<file path="src/hw/rtl/bds_pkg.sv">
// Types and constants shared by the deque search modules.
package bds_pkg;

   localparam int VALUE_W     = 32;
   localparam int OP_W        = 2;
   localparam int STATUS_W    = 3;
   localparam int POSITION_W  = 7;
   localparam int QUEUE_DEPTH = 2;

   localparam logic [OP_W-1:0] OP_PUSH_FRONT = 2'd0;
   localparam logic [OP_W-1:0] OP_PUSH_REAR  = 2'd1;

   typedef enum logic [1:0] {
      CMD_PUSH_FRONT,
      CMD_PUSH_REAR,
      CMD_SEARCH
   } cmd_kind_type;

   typedef struct packed {
      cmd_kind_type               kind;
      logic signed [VALUE_W-1:0]  value;
   } cmd_type;

   typedef enum logic [STATUS_W-1:0] {
      STATUS_INSERTED  = 3'd0,
      STATUS_FOUND     = 3'd1,
      STATUS_NOT_FOUND = 3'd2,
      STATUS_EMPTY     = 3'd3,
      STATUS_FULL      = 3'd4
   } status_type;

   typedef enum logic [1:0] {
      BS_IDLE = 2'b01,
      BS_SCAN = 2'b10
   } back_state_type;

endpackage

</file>
<file path="src/hw/rtl/bds_front.sv">
// Front stage: accept request transfers and classify them into commands.
module bds_front (
   input  logic                          clock,
   input  logic                          reset,
   input  logic                          req_tvalid,
   output logic                          req_tready,
   input  logic [bds_pkg::VALUE_W-1:0]   req_tdata,  // value
   input  logic [bds_pkg::OP_W-1:0]      req_tuser,  // operation
   output logic                          cmd_valid,
   output bds_pkg::cmd_type              cmd,
   input  logic                          cmd_ready
);

   logic              hold_valid_ff;
   logic              hold_valid_in;
   bds_pkg::cmd_type  hold_cmd_ff;
   bds_pkg::cmd_type  hold_cmd_in;

   assign req_tready = !hold_valid_ff || cmd_ready;
   assign cmd_valid  = hold_valid_ff;
   assign cmd        = hold_cmd_ff;

   always_comb begin
      hold_valid_in     = req_tready ? req_tvalid : hold_valid_ff;
      hold_cmd_in.value = req_tdata;
      case (req_tuser)
         bds_pkg::OP_PUSH_FRONT: begin
            hold_cmd_in.kind = bds_pkg::CMD_PUSH_FRONT;
         end
         bds_pkg::OP_PUSH_REAR: begin
            hold_cmd_in.kind = bds_pkg::CMD_PUSH_REAR;
         end
         default: begin
            hold_cmd_in.kind = bds_pkg::CMD_SEARCH;
         end
      endcase
   end

   always_ff @(posedge clock) begin
      if (reset) begin
         hold_valid_ff <= 1'b0;
      end else begin
         hold_valid_ff <= hold_valid_in;
      end
   end

   always_ff @(posedge clock) begin
      if (req_tvalid && req_tready) begin
         hold_cmd_ff <= hold_cmd_in;
      end
   end

endmodule

</file>
<file path="src/hw/rtl/bds_queue.sv">
// Short command queue between the front and back stages.
module bds_queue (
   input  logic              clock,
   input  logic              reset,
   input  logic              push_valid,
   output logic              push_ready,
   input  bds_pkg::cmd_type  push_cmd,
   output logic              pop_valid,
   input  logic              pop_ready,
   output bds_pkg::cmd_type  pop_cmd
);

   localparam int PTR_W  = $clog2(bds_pkg::QUEUE_DEPTH);
   localparam int FILL_W = $clog2(bds_pkg::QUEUE_DEPTH + 1);

   bds_pkg::cmd_type    slot_ff [bds_pkg::QUEUE_DEPTH];
   logic [PTR_W-1:0]    wr_ptr_ff;
   logic [PTR_W-1:0]    wr_ptr_in;
   logic [PTR_W-1:0]    rd_ptr_ff;
   logic [PTR_W-1:0]    rd_ptr_in;
   logic [FILL_W-1:0]   fill_ff;
   logic [FILL_W-1:0]   fill_in;
   logic                push_go;
   logic                pop_go;

   assign push_ready = fill_ff != FILL_W'(bds_pkg::QUEUE_DEPTH);
   assign pop_valid  = fill_ff != '0;
   assign pop_cmd    = slot_ff[rd_ptr_ff];
   assign push_go    = push_valid && push_ready;
   assign pop_go     = pop_valid && pop_ready;

   always_comb begin
      wr_ptr_in = wr_ptr_ff;
      rd_ptr_in = rd_ptr_ff;
      fill_in   = fill_ff;
      if (push_go) begin
         wr_ptr_in = (wr_ptr_ff == PTR_W'(bds_pkg::QUEUE_DEPTH - 1)) ? '0 : wr_ptr_ff + 1'b1;
      end
      if (pop_go) begin
         rd_ptr_in = (rd_ptr_ff == PTR_W'(bds_pkg::QUEUE_DEPTH - 1)) ? '0 : rd_ptr_ff + 1'b1;
      end
      if (push_go && !pop_go) begin
         fill_in = fill_ff + 1'b1;
      end else if (pop_go && !push_go) begin
         fill_in = fill_ff - 1'b1;
      end
   end

   always_ff @(posedge clock) begin
      if (reset) begin
         wr_ptr_ff <= '0;
         rd_ptr_ff <= '0;
         fill_ff   <= '0;
      end else begin
         wr_ptr_ff <= wr_ptr_in;
         rd_ptr_ff <= rd_ptr_in;
         fill_ff   <= fill_in;
      end
   end

   always_ff @(posedge clock) begin
      if (push_go) begin
         slot_ff[wr_ptr_ff] <= push_cmd;
      end
   end

endmodule

</file>
<file path="src/hw/rtl/bds_back.sv">
// Back stage: circular entry store, insert logic, search sequencer and result register.
module bds_back #(
   parameter int DEPTH = 64
) (
   input  logic                              clock,
   input  logic                              reset,
   input  logic                              cmd_valid,
   output logic                              cmd_ready,
   input  bds_pkg::cmd_type                  cmd,
   output logic                              res_valid,
   input  logic                              res_ready,
   output bds_pkg::status_type               res_status,
   output logic [bds_pkg::POSITION_W-1:0]    res_position
);

   localparam int IW = (DEPTH > 1) ? $clog2(DEPTH) : 1;
   localparam int CW = $clog2(DEPTH + 1);
   localparam int PW = (CW > bds_pkg::POSITION_W) ? CW : bds_pkg::POSITION_W;

   logic signed [bds_pkg::VALUE_W-1:0]  entry_mem_ff [DEPTH];
   logic signed [bds_pkg::VALUE_W-1:0]  rd_data_ff;

   bds_pkg::back_state_type             state_ff;
   bds_pkg::back_state_type             state_in;
   logic [IW-1:0]                       head_ff;
   logic [IW-1:0]                       head_in;
   logic [CW-1:0]                       count_ff;
   logic [CW-1:0]                       count_in;
   logic [IW-1:0]                       k_ff;
   logic [IW-1:0]                       k_in;
   logic signed [bds_pkg::VALUE_W-1:0]  key_ff;
   logic signed [bds_pkg::VALUE_W-1:0]  key_in;
   logic                                res_valid_ff;
   logic                                res_valid_in;
   bds_pkg::status_type                 res_status_ff;
   bds_pkg::status_type                 res_status_in;
   logic [bds_pkg::POSITION_W-1:0]      res_pos_ff;
   logic [bds_pkg::POSITION_W-1:0]      res_pos_in;

   logic                                wr_en;
   logic [IW-1:0]                       wr_addr;
   logic [IW-1:0]                       rd_addr;
   logic [IW-1:0]                       front_addr;
   logic [IW-1:0]                       rear_addr;
   logic [IW-1:0]                       scan_addr;
   logic [IW:0]                         rear_sum;
   logic [IW:0]                         scan_sum;
   logic [IW-1:0]                       k_next;
   logic [PW-1:0]                       pos_wide;
   logic                                full;
   logic                                last;

   assign res_valid    = res_valid_ff;
   assign res_status   = res_status_ff;
   assign res_position = res_pos_ff;

   assign full       = count_ff == CW'(DEPTH);
   assign last       = (CW'(k_ff) + CW'(1)) == count_ff;
   assign k_next     = k_ff + IW'(1);
   assign pos_wide   = PW'(k_ff) + PW'(1);
   assign front_addr = (head_ff == '0) ? IW'(DEPTH - 1) : head_ff - IW'(1);
   assign rear_sum   = {1'b0, head_ff} + {1'b0, count_ff[IW-1:0]};
   assign rear_addr  = (rear_sum >= (IW+1)'(DEPTH)) ? IW'(rear_sum - (IW+1)'(DEPTH))
                                                    : rear_sum[IW-1:0];
   assign scan_sum   = {1'b0, head_ff} + {1'b0, k_next};
   assign scan_addr  = (scan_sum >= (IW+1)'(DEPTH)) ? IW'(scan_sum - (IW+1)'(DEPTH))
                                                    : scan_sum[IW-1:0];

   always_comb begin
      state_in      = state_ff;
      head_in       = head_ff;
      count_in      = count_ff;
      k_in          = k_ff;
      key_in        = key_ff;
      res_valid_in  = res_valid_ff && !res_ready;
      res_status_in = res_status_ff;
      res_pos_in    = res_pos_ff;
      wr_en         = 1'b0;
      wr_addr       = rear_addr;
      rd_addr       = head_ff;
      cmd_ready     = 1'b0;
      case (state_ff)
         bds_pkg::BS_IDLE: begin
            cmd_ready = !res_valid_ff || res_ready;
            if (cmd_valid && cmd_ready) begin
               res_valid_in = 1'b1;
               res_pos_in   = '0;
               case (cmd.kind)
                  bds_pkg::CMD_PUSH_FRONT,
                  bds_pkg::CMD_PUSH_REAR: begin
                     if (full) begin
                        res_status_in = bds_pkg::STATUS_FULL;
                     end else begin
                        res_status_in = bds_pkg::STATUS_INSERTED;
                        wr_en         = 1'b1;
                        count_in      = count_ff + CW'(1);
                        if (cmd.kind == bds_pkg::CMD_PUSH_FRONT) begin
                           wr_addr = front_addr;
                           head_in = front_addr;
                        end
                     end
                  end
                  default: begin
                     if (count_ff == '0) begin
                        res_status_in = bds_pkg::STATUS_EMPTY;
                     end else begin
                        res_valid_in = 1'b0;
                        key_in       = cmd.value;
                        k_in         = '0;
                        state_in     = bds_pkg::BS_SCAN;
                     end
                  end
               endcase
            end
         end
         bds_pkg::BS_SCAN: begin
            if (rd_data_ff == key_ff) begin
               res_valid_in  = 1'b1;
               res_status_in = bds_pkg::STATUS_FOUND;
               res_pos_in    = pos_wide[bds_pkg::POSITION_W-1:0];
               state_in      = bds_pkg::BS_IDLE;
            end else if (last) begin
               res_valid_in  = 1'b1;
               res_status_in = bds_pkg::STATUS_NOT_FOUND;
               res_pos_in    = '0;
               state_in      = bds_pkg::BS_IDLE;
            end else begin
               k_in    = k_next;
               rd_addr = scan_addr;
            end
         end
         default: begin
            state_in = bds_pkg::BS_IDLE;
         end
      endcase
   end

   always_ff @(posedge clock) begin
      if (reset) begin
         state_ff     <= bds_pkg::BS_IDLE;
         head_ff      <= '0;
         count_ff     <= '0;
         res_valid_ff <= 1'b0;
      end else begin
         state_ff     <= state_in;
         head_ff      <= head_in;
         count_ff     <= count_in;
         res_valid_ff <= res_valid_in;
      end
   end

   always_ff @(posedge clock) begin
      k_ff          <= k_in;
      key_ff        <= key_in;
      res_status_ff <= res_status_in;
      res_pos_ff    <= res_pos_in;
   end

   always_ff @(posedge clock) begin
      if (wr_en) begin
         entry_mem_ff[wr_addr] <= cmd.value;
      end
      rd_data_ff <= entry_mem_ff[rd_addr];
   end

endmodule

</file>
<file path="src/hw/rtl/bounded_deque_search.sv">
// Bounded deque of signed words with front-to-rear linear search.
// An insert or a search of an empty store passes the front hold register, the command queue
// and the result register. A search stops at the first match from the front or at the rear entry.
// Throughput: one insert per cycle while no search holds the back stage and the response is taken;
// a search compares one stored entry per cycle through the single read port of the store.
// Reset clears head, count and all valid flags; store contents stay undefined, no clearing pass.
module bounded_deque_search #(
   parameter int DEPTH = 64
) (
   input  logic         clock,
   input  logic         reset,
   input  logic         req_tvalid,
   output logic         req_tready,
   input  logic [31:0]  req_tdata,  // value[31:0]
   input  logic [1:0]   req_tuser,  // operation[1:0]
   output logic         rsp_tvalid,
   input  logic         rsp_tready,
   output logic [7:0]   rsp_tdata,  // position[6:0], zero[7]
   output logic [2:0]   rsp_tuser   // status[2:0]
);

   logic                               front_valid;
   logic                               front_ready;
   bds_pkg::cmd_type                   front_cmd;
   logic                               back_valid;
   logic                               back_ready;
   bds_pkg::cmd_type                   back_cmd;
   bds_pkg::status_type                res_status;
   logic [bds_pkg::POSITION_W-1:0]     res_position;

   bds_front u_front (
      .clock      (clock),
      .reset      (reset),
      .req_tvalid (req_tvalid),
      .req_tready (req_tready),
      .req_tdata  (req_tdata),
      .req_tuser  (req_tuser),
      .cmd_valid  (front_valid),
      .cmd        (front_cmd),
      .cmd_ready  (front_ready)
   );

   bds_queue u_queue (
      .clock      (clock),
      .reset      (reset),
      .push_valid (front_valid),
      .push_ready (front_ready),
      .push_cmd   (front_cmd),
      .pop_valid  (back_valid),
      .pop_ready  (back_ready),
      .pop_cmd    (back_cmd)
   );

   bds_back #(
      .DEPTH (DEPTH)
   ) u_back (
      .clock        (clock),
      .reset        (reset),
      .cmd_valid    (back_valid),
      .cmd_ready    (back_ready),
      .cmd          (back_cmd),
      .res_valid    (rsp_tvalid),
      .res_ready    (rsp_tready),
      .res_status   (res_status),
      .res_position (res_position)
   );

   assign rsp_tdata = {1'b0, res_position};
   assign rsp_tuser = res_status;

endmodule

</file>
<file path="config.mk">
export PLATFORM = sky130hd
export DESIGN_NAME = bounded_deque_search
export DESIGN_NICKNAME = d
export VERILOG_FILES = /design/src/hw/rtl/bds_pkg.sv /design/src/hw/rtl/bds_front.sv /design/src/hw/rtl/bds_queue.sv /design/src/hw/rtl/bds_back.sv /design/src/hw/rtl/bounded_deque_search.sv
export SDC_FILE = /design/constraint.sdc
export NUM_CORES = 2
export LEC_CHECK = 0
export ABC_AREA = 1
export BUFFER_PORTS_ARGS = -buffer_cell sky130_fd_sc_hd__buf_2
export CORE_UTILIZATION = 60
export CTS_CLUSTER_SIZE = 20
export DETAILED_ROUTE_END_ITERATION = 8
export HOLD_SLACK_MARGIN = 0.12
export PLACE_DENSITY = 0.76
export SYNTH_ARGS = -nofsm -noshare
export SYNTH_HDL_FRONTEND = slang
export SYNTH_SLANG_ARGS = --single-unit
export TNS_END_PERCENT = 5
</file>
<file path="constraint.sdc">
create_clock -name clock -period 6.25 [get_ports clock]
set_input_delay 0.9375 -clock clock [delete_from_list [all_inputs] [get_ports clock]]
set_output_delay 0.9375 -clock clock [all_outputs]
set_load 0.02 [all_outputs]
</file>
== After elaboration in Yosys (flattened, before gate mapping) ==
Memory sizes are Yosys's and may differ from the RTL's. A register that Yosys moved wholly into a read port is not among the register bits.
Cells that the tools add are included.
Storage, ports and cells
  bits in registers: 103
  bits in writable memories: 2116
  bits of input ports: 38
  output and inout bits: 13
  word-level logic and storage cells: 133
  memories kept: 2
Cells by class
  add/sub/neg operators: 12
  order comparisons: 2
  eq/ne operators: 15
  muxes and demuxes: 56
  bitwise operators: 3
  reductions and logical operators: 29
Memories
  u_back.entry_mem_ff: words 64, width 32, rd ports 1, clocked after memory_dff 1, write ports 1, RTL line bds_back.sv:20  | logic signed [bds_pkg::VALUE_W-1:0] entry_mem_ff [DEPTH];
  u_queue.slot_ff: words 2, width 34, rd ports 1, clocked after memory_dff 1, write ports 1, RTL line bds_queue.sv:16  | bds_pkg::cmd_type slot_ff [bds_pkg::QUEUE_DEPTH];
Operators by type and width (count)
  $mux W6: 16
  $eq A32 B32 Y1: 1
  $mux W7: 3
  $mux W1: 18
  $mux W3: 6
  $sub A6 B1 Y6 const B: 3
  $reduce_and A4 Y1: 4
  $add A6 B6 Y7: 2
  $ge A7 B7 Y1 const B: 2
  $mux W2: 7
  $pmux W7 S2: 1
  $pmux W6 S2: 1
  $ne A2 B2 Y1 const B: 5
  $pmux W2 S2: 2
  $add A6 B1 Y7 const B: 1
  $add A7 B1 Y7 const B: 1
  $eq A7 B7 Y1: 1
  $eq A7 B7 Y1 const B: 1
  $logic_and A1 B1 Y1: 7
  $logic_not A7 Y1: 1
  $add A6 B1 Y6 const B: 1
  $eq A2 B1 Y1 const B: 3
  $logic_not A6 Y1: 1
  $pmux W3 S2: 1
  17 further kinds: 28

== Longest topological paths before layout ==
  depth after elaboration: 8
  depth in mapped cells: 22
  gate-level depth less buffers: 20

== By module ==
A second synthesis with hierarchy kept.
Second synthesis, totals
  cells, all modules: 9121
  area, all modules: 96785.3 µm²
By module, submodules not included
  bds_back: instances 1, cells an instance 8933, area each 92846.5 µm², seq. area each 63901.3 µm²
  bds_queue: instances 1, cells an instance 143, area each 2847.7 µm², seq. area each 2142.1 µm²
  bds_front: instances 1, cells an instance 43, area each 1079.8 µm², seq. area each 1041.0 µm²
  bounded_deque_search: instances 1, cells an instance 2, area each 11.3 µm², seq. area each 0.0 µm²

== Least setup slack after synthesis ==
Ideal clock, no wire load.
  path kind: input to register
  start: in rsp_tready
  end: mem u_back.entry_mem_ff[10][0] in the netlist's numbering (enable)
  setup time: 421 ps
  data arrival time: 3978 ps
  data required time: 5829 ps
  setup slack: 1851 ps
  stages on the path: 14
  path buffers: 0
  cells stage by stage: nor2_1 -> nor2_1 -> inv_1 -> nor2_1 -> inv_1 -> nor3_2 -> nand3_1 -> inv_2 -> nand3_1 -> o21ai_0 -> inv_1 -> nor2_1 -> nand2_1 -> nor2_1
On the way
  word-level cells in the longest chain between the ends: 6
  elaborated cells on any way between the ends: 8
  those cells by class: 6 x mux; 2 x reduce/logical
RTL lines
  from (decl): RTL line bounded_deque_search.sv:17  | input logic rsp_tready,
  $logic_or A1 B1 Y1 *: RTL line bds_back.sv:84  | cmd_ready = !res_valid_ff || res_ready;
  $logic_and A1 B1 Y1 *: RTL line bds_back.sv:85  | if (cmd_valid && cmd_ready) begin
  $mux W1: RTL line bds_back.sv:85
  $mux W1: RTL line bds_back.sv:82  | case (state_ff)
  $mux W1: RTL line bds_back.sv:160  | if (wr_en) begin
  $mux W1 (not written as such): RTL line bds_back.sv:161  | entry_mem_ff[wr_addr] <= cmd.value;
  to (decl): RTL line bds_back.sv:20
Mark *: on every way between the ends. The rest lies on a longest branch, timed or not.

== Final worst setup path ==
  start: reg u_back.key_ff[15] in the netlist's numbering
  end: reg u_back.rd_data_ff[8] in the netlist's numbering, read port of u_back.entry_mem_ff
On the way
  word-level cells in the longest chain between the ends: 3
RTL lines
  from (decl): RTL line bds_back.sv:31  | logic signed [bds_pkg::VALUE_W-1:0] key_ff;
  from (signal assigned): RTL line bds_back.sv:154  | key_ff <= key_in;
  $eq A32 B32 Y1: RTL line bds_back.sv:117  | if (rd_data_ff == key_ff) begin
  $mux W6: RTL line bds_back.sv:117
  $mux W6: RTL line bds_back.sv:82
  to (decl): RTL line bds_back.sv:21  | logic signed [bds_pkg::VALUE_W-1:0] rd_data_ff;
No other way between the ends.
A chain may end at the register's enable or synchronous reset.

==> reports/metrics.yaml <==
outcome:
  status: "completed"
critical_path:
  critPathArrivalTime_ps: 6300
  required_ps: 6990
  cp-end-kind: "flop"
  r2r_slack_ps: 690
  crit_type: "flop to flop"
  start_kind: "flop"
  crit_fanout: 55
clock_tree:
  clock_latency_ps: 860
  clkSinkCount: 2252
  cts_buffer_depth: 3
  cts_root_buf: "clkbuf_16"
  hold_buffers: 0
  postCtsSetupRepairBufs: 0
  clk_pin_slew_ps: 60
  cts_tree: "done"
  cts.repair.resized: 0
  cts_made_buffers: 213
  h-tree-depth: 4
global_route:
  grt_max_degree: 143
  grt_pass1_wl_um: 396000
  grt_pass1_vias: 65500
  grt-ovfl-total: 0
  grtUsageTotal_pct: 32.7
  antenna_found_initial: 7
floorplanning:
  dieArea_um2: 164000
  start_util_pct: 60.6
  die_x_um: 405
  die_h_um: 405
  core_um2: 161000
  fp-row-count: 147
  num_io_pins: 51
pwr:
  powerDensity_nw_per_um2: 433
  cellLeakagePower_nw: 44.6
  switchingPower_mw: 17.1
  switching_share_pct: 36.6
  pwr-share-clk_pct: 27.4
  combinationalPowerShare_pct: 31.3
  seqPwrFrac_pct: 41.4
  p_int_mw: 29.5
  ir_worst_vdd_mv: 0.426
yosys:
  synthSimpleGateAreaFrac_pct: 20.6
  synth_compound_area_share_pct: 0.344
  postSynthAreaPerCell_um2: 10.6
  yosysWarnings: 0
  synthArstFlopShare_pct: 0
  synth_mux_area_share_pct: 0
  synth-xor-area-share_pct: 0.323
  synth_seq_area_share_pct: 68.8
  synthFlopType: "edfxtp_1"
  ys_ff_latch: 2252
  synth-edff-count: 2198
  synthAdderAreaFrac_pct: 0.272
  synth_top_family_by_area: "simple AND/OR/NAND/NOR gates"
  syn_area_um2: 97500
  yosys.cell_types.count: 40
  syn-num-nets: 9251
  syn_inst: 9193
place:
  portBuffers: 49
  routabilityCongestion: 0.885
  dp_hpwl_um: 143000
timing:
  holdWs_ps: 263
  rsz0062_at_grt: "false"
  worstMarginPinSlew_ps: 1120
  finalCritPeriodShare_pct: 89.0
  setup_viol: 0
  hold_violations: 0
  max_freq_mhz: 180
  final.setup.tns_ps: 0
  slew_violations: 0
  finalCriticalPeriod_ps: 5560
  finalClockSkew_ps: 31.2
  slew-limit-headroom_pct: 25.1
min_path:
  holdCritPathClass: "input port to flop"
route:
  wl_per_cell_um: 23.3
  vias: 67900
  finalWirelength_um: 269000
  drtAntennaViolNets: 0
  routed_via_density: 5.88
  drcViolationCount: 0
  first_pass_iters: 9
  drt_iter0_markers: 10400
cells_and_area:
  fillerInstances: 11300
  regArea_um2: 67100
  multi_input_area_um2: 21800
  drive_above_1_share_pct: 7.29
  syn2layout_area_growth_pct: 10.4
  nets: 9259
job:
  maxCapViolCount: 0
[flip-flops by register name, summed over array words and instances (netlist names), 7 cells and up, named ones only]
signal               count
u_back.res_position      7
u_back.count_ff          7
u_front.cmd             34
u_back.entry_mem_ff   2048
u_queue.slot_ff         68
u_back.key_ff           32
u_back.rd_data_ff       32
[metal layers]
layer  up-vias  GRT usage (%)  share of wire, %
met1     32200           43.0                36
met4         2           17.8               5.7
met2      4810           50.9                46
met3       802           7.27                13
met5         -              0            0.0041
li1      30100              -                 -
[Yosys cell counts (all sizes together) (2+ instances only)]
cell type / count / area share, %
inv: 1837 / 7.1
a21oi: 27 / 0.14
fa: 2 / 0.041
dfxtp: 54 / 1.1
xor2: 5 / 0.045
nand2: 2196 / 8.5
xnor2: 31 / 0.28
nor2: 118 / 0.45
nand3: 2014 / 10
clkbuf: 71 / 0.27
edfxtp: 2198 / 68
buf: 406 / 2.3
nand3b: 160 / 1.2
or2: 6 / 0.038
and2: 2 / 0.013
o221ai: 2 / 0.018
o21a: 4 / 0.031
o21ai: 24 / 0.13
nor3: 6 / 0.036
ha: 18 / 0.23
nand4: 7 / 0.051
[path summary, 6_finish.rpt]
path / startpoint / endpoint / cells past startpoint
setup reg to reg: u_back.key_ff[15]$_DFFE_PP_ / u_back.rd_data_ff[8]$_DFF_P_ / 18
hold reg to reg: u_front.cmd[9]$_DFFE_PP_ / u_queue.slot_ff[0][9]$_DFFE_PP_ / 0
setup / recovery: u_back.key_ff[15]$_DFFE_PP_ / u_back.rd_data_ff[8]$_DFF_P_ / 18
hold / removal: req_tdata[13] / u_front.cmd[13]$_DFFE_PP_ / 1
[cells by family (layout without fill, tap and decap cells)]
| logic type | after synthesis | in the layout |
|---|---|---|
| AOI/OAI and AO/OA | 60 | 60 |
| xor gates and xnor gates | 36 | 36 |
| adders and majority gates | 20 | 20 |
| buffers and inverters | 2314 | 2502 |
| DFF | 2252 | 2252 |
| other | 1 | 2 |
| and+or+nand+nor | 4510 | 4510 |
[power by group through the flow]
stage,logic (mW),registers (mW),clock network [mW]
after CTS,14.1,19.2,12.8
after global routing,15.2,19.3,13.3
final,14.6,19.3,12.8
after floorplan,8.09,19.6,0
after detailed placement,14.0,19.6,0
after global placement,13.7,19.5,0
[worst max-delay path: stages (launching register included)]
cell and delay [ps]:
edfxtp_1 360, inv_1 60, or2_2 270, nand3_1 150, nor2_1 60, nand2_1 100, nor2_1 50, nand2_1 430
nand4_4 980, nand2_8 940, buf_4 600, buf_4 320, nand2_1 70, nand3_1 80, nand3_1 80, nand3_1 90
nand3_1 300, nand3_1 330, nand2_1 80
[placed cells by master (no fill, tap or decap), types with 20 or more instances in the layout]
cell,count
a21oi_1,27
buf_12,42
buf_2,49
buf_4,179
clkbuf_1,57
clkbuf_16,219
clkinv_1,50
clkinv_2,34
dfxtp_1,54
edfxtp_1,2198
inv_1,1828
nand2_1,2159
nand2_2,33
nand3_1,2012
nand3b_1,160
nor2_1,51
nor2_4,67
o21ai_0,20
xnor2_1,31
[per-stage QoR]
stage / total power, mW / instances / area [µm²] / util, % / setup slack (ps)
5_1_grt: 47.9 / 11500 / 108000 / 66.9 / 573
4_1_cts: 46.2 / 11500 / 108000 / 66.9 / 947
3_5_place_dp: 33.6 / 11100 / 101000 / 62.7 / 868
3_3_place_gp: 33.2 / 11100 / 101000 / 62.7 / 1050
2_1_floorplan: 27.7 / 9193 / 97500 / - / 1850
6_report: 46.6 / 11500 / 108000 / 66.9 / 686
[layout make-up]
class                   count  share of cell area (%)
diodes                      1                 0.00232
clock buffers             279                    5.32
clock inverters           116                    1.01
inverters                1837                    6.41
multi-input cells        4627                    20.2
flip-flops and latches   2252                    62.3
well taps                2160                    2.51
repair buffers            270                    2.26
Note: power is estimated with default switching activity, not from simulation.
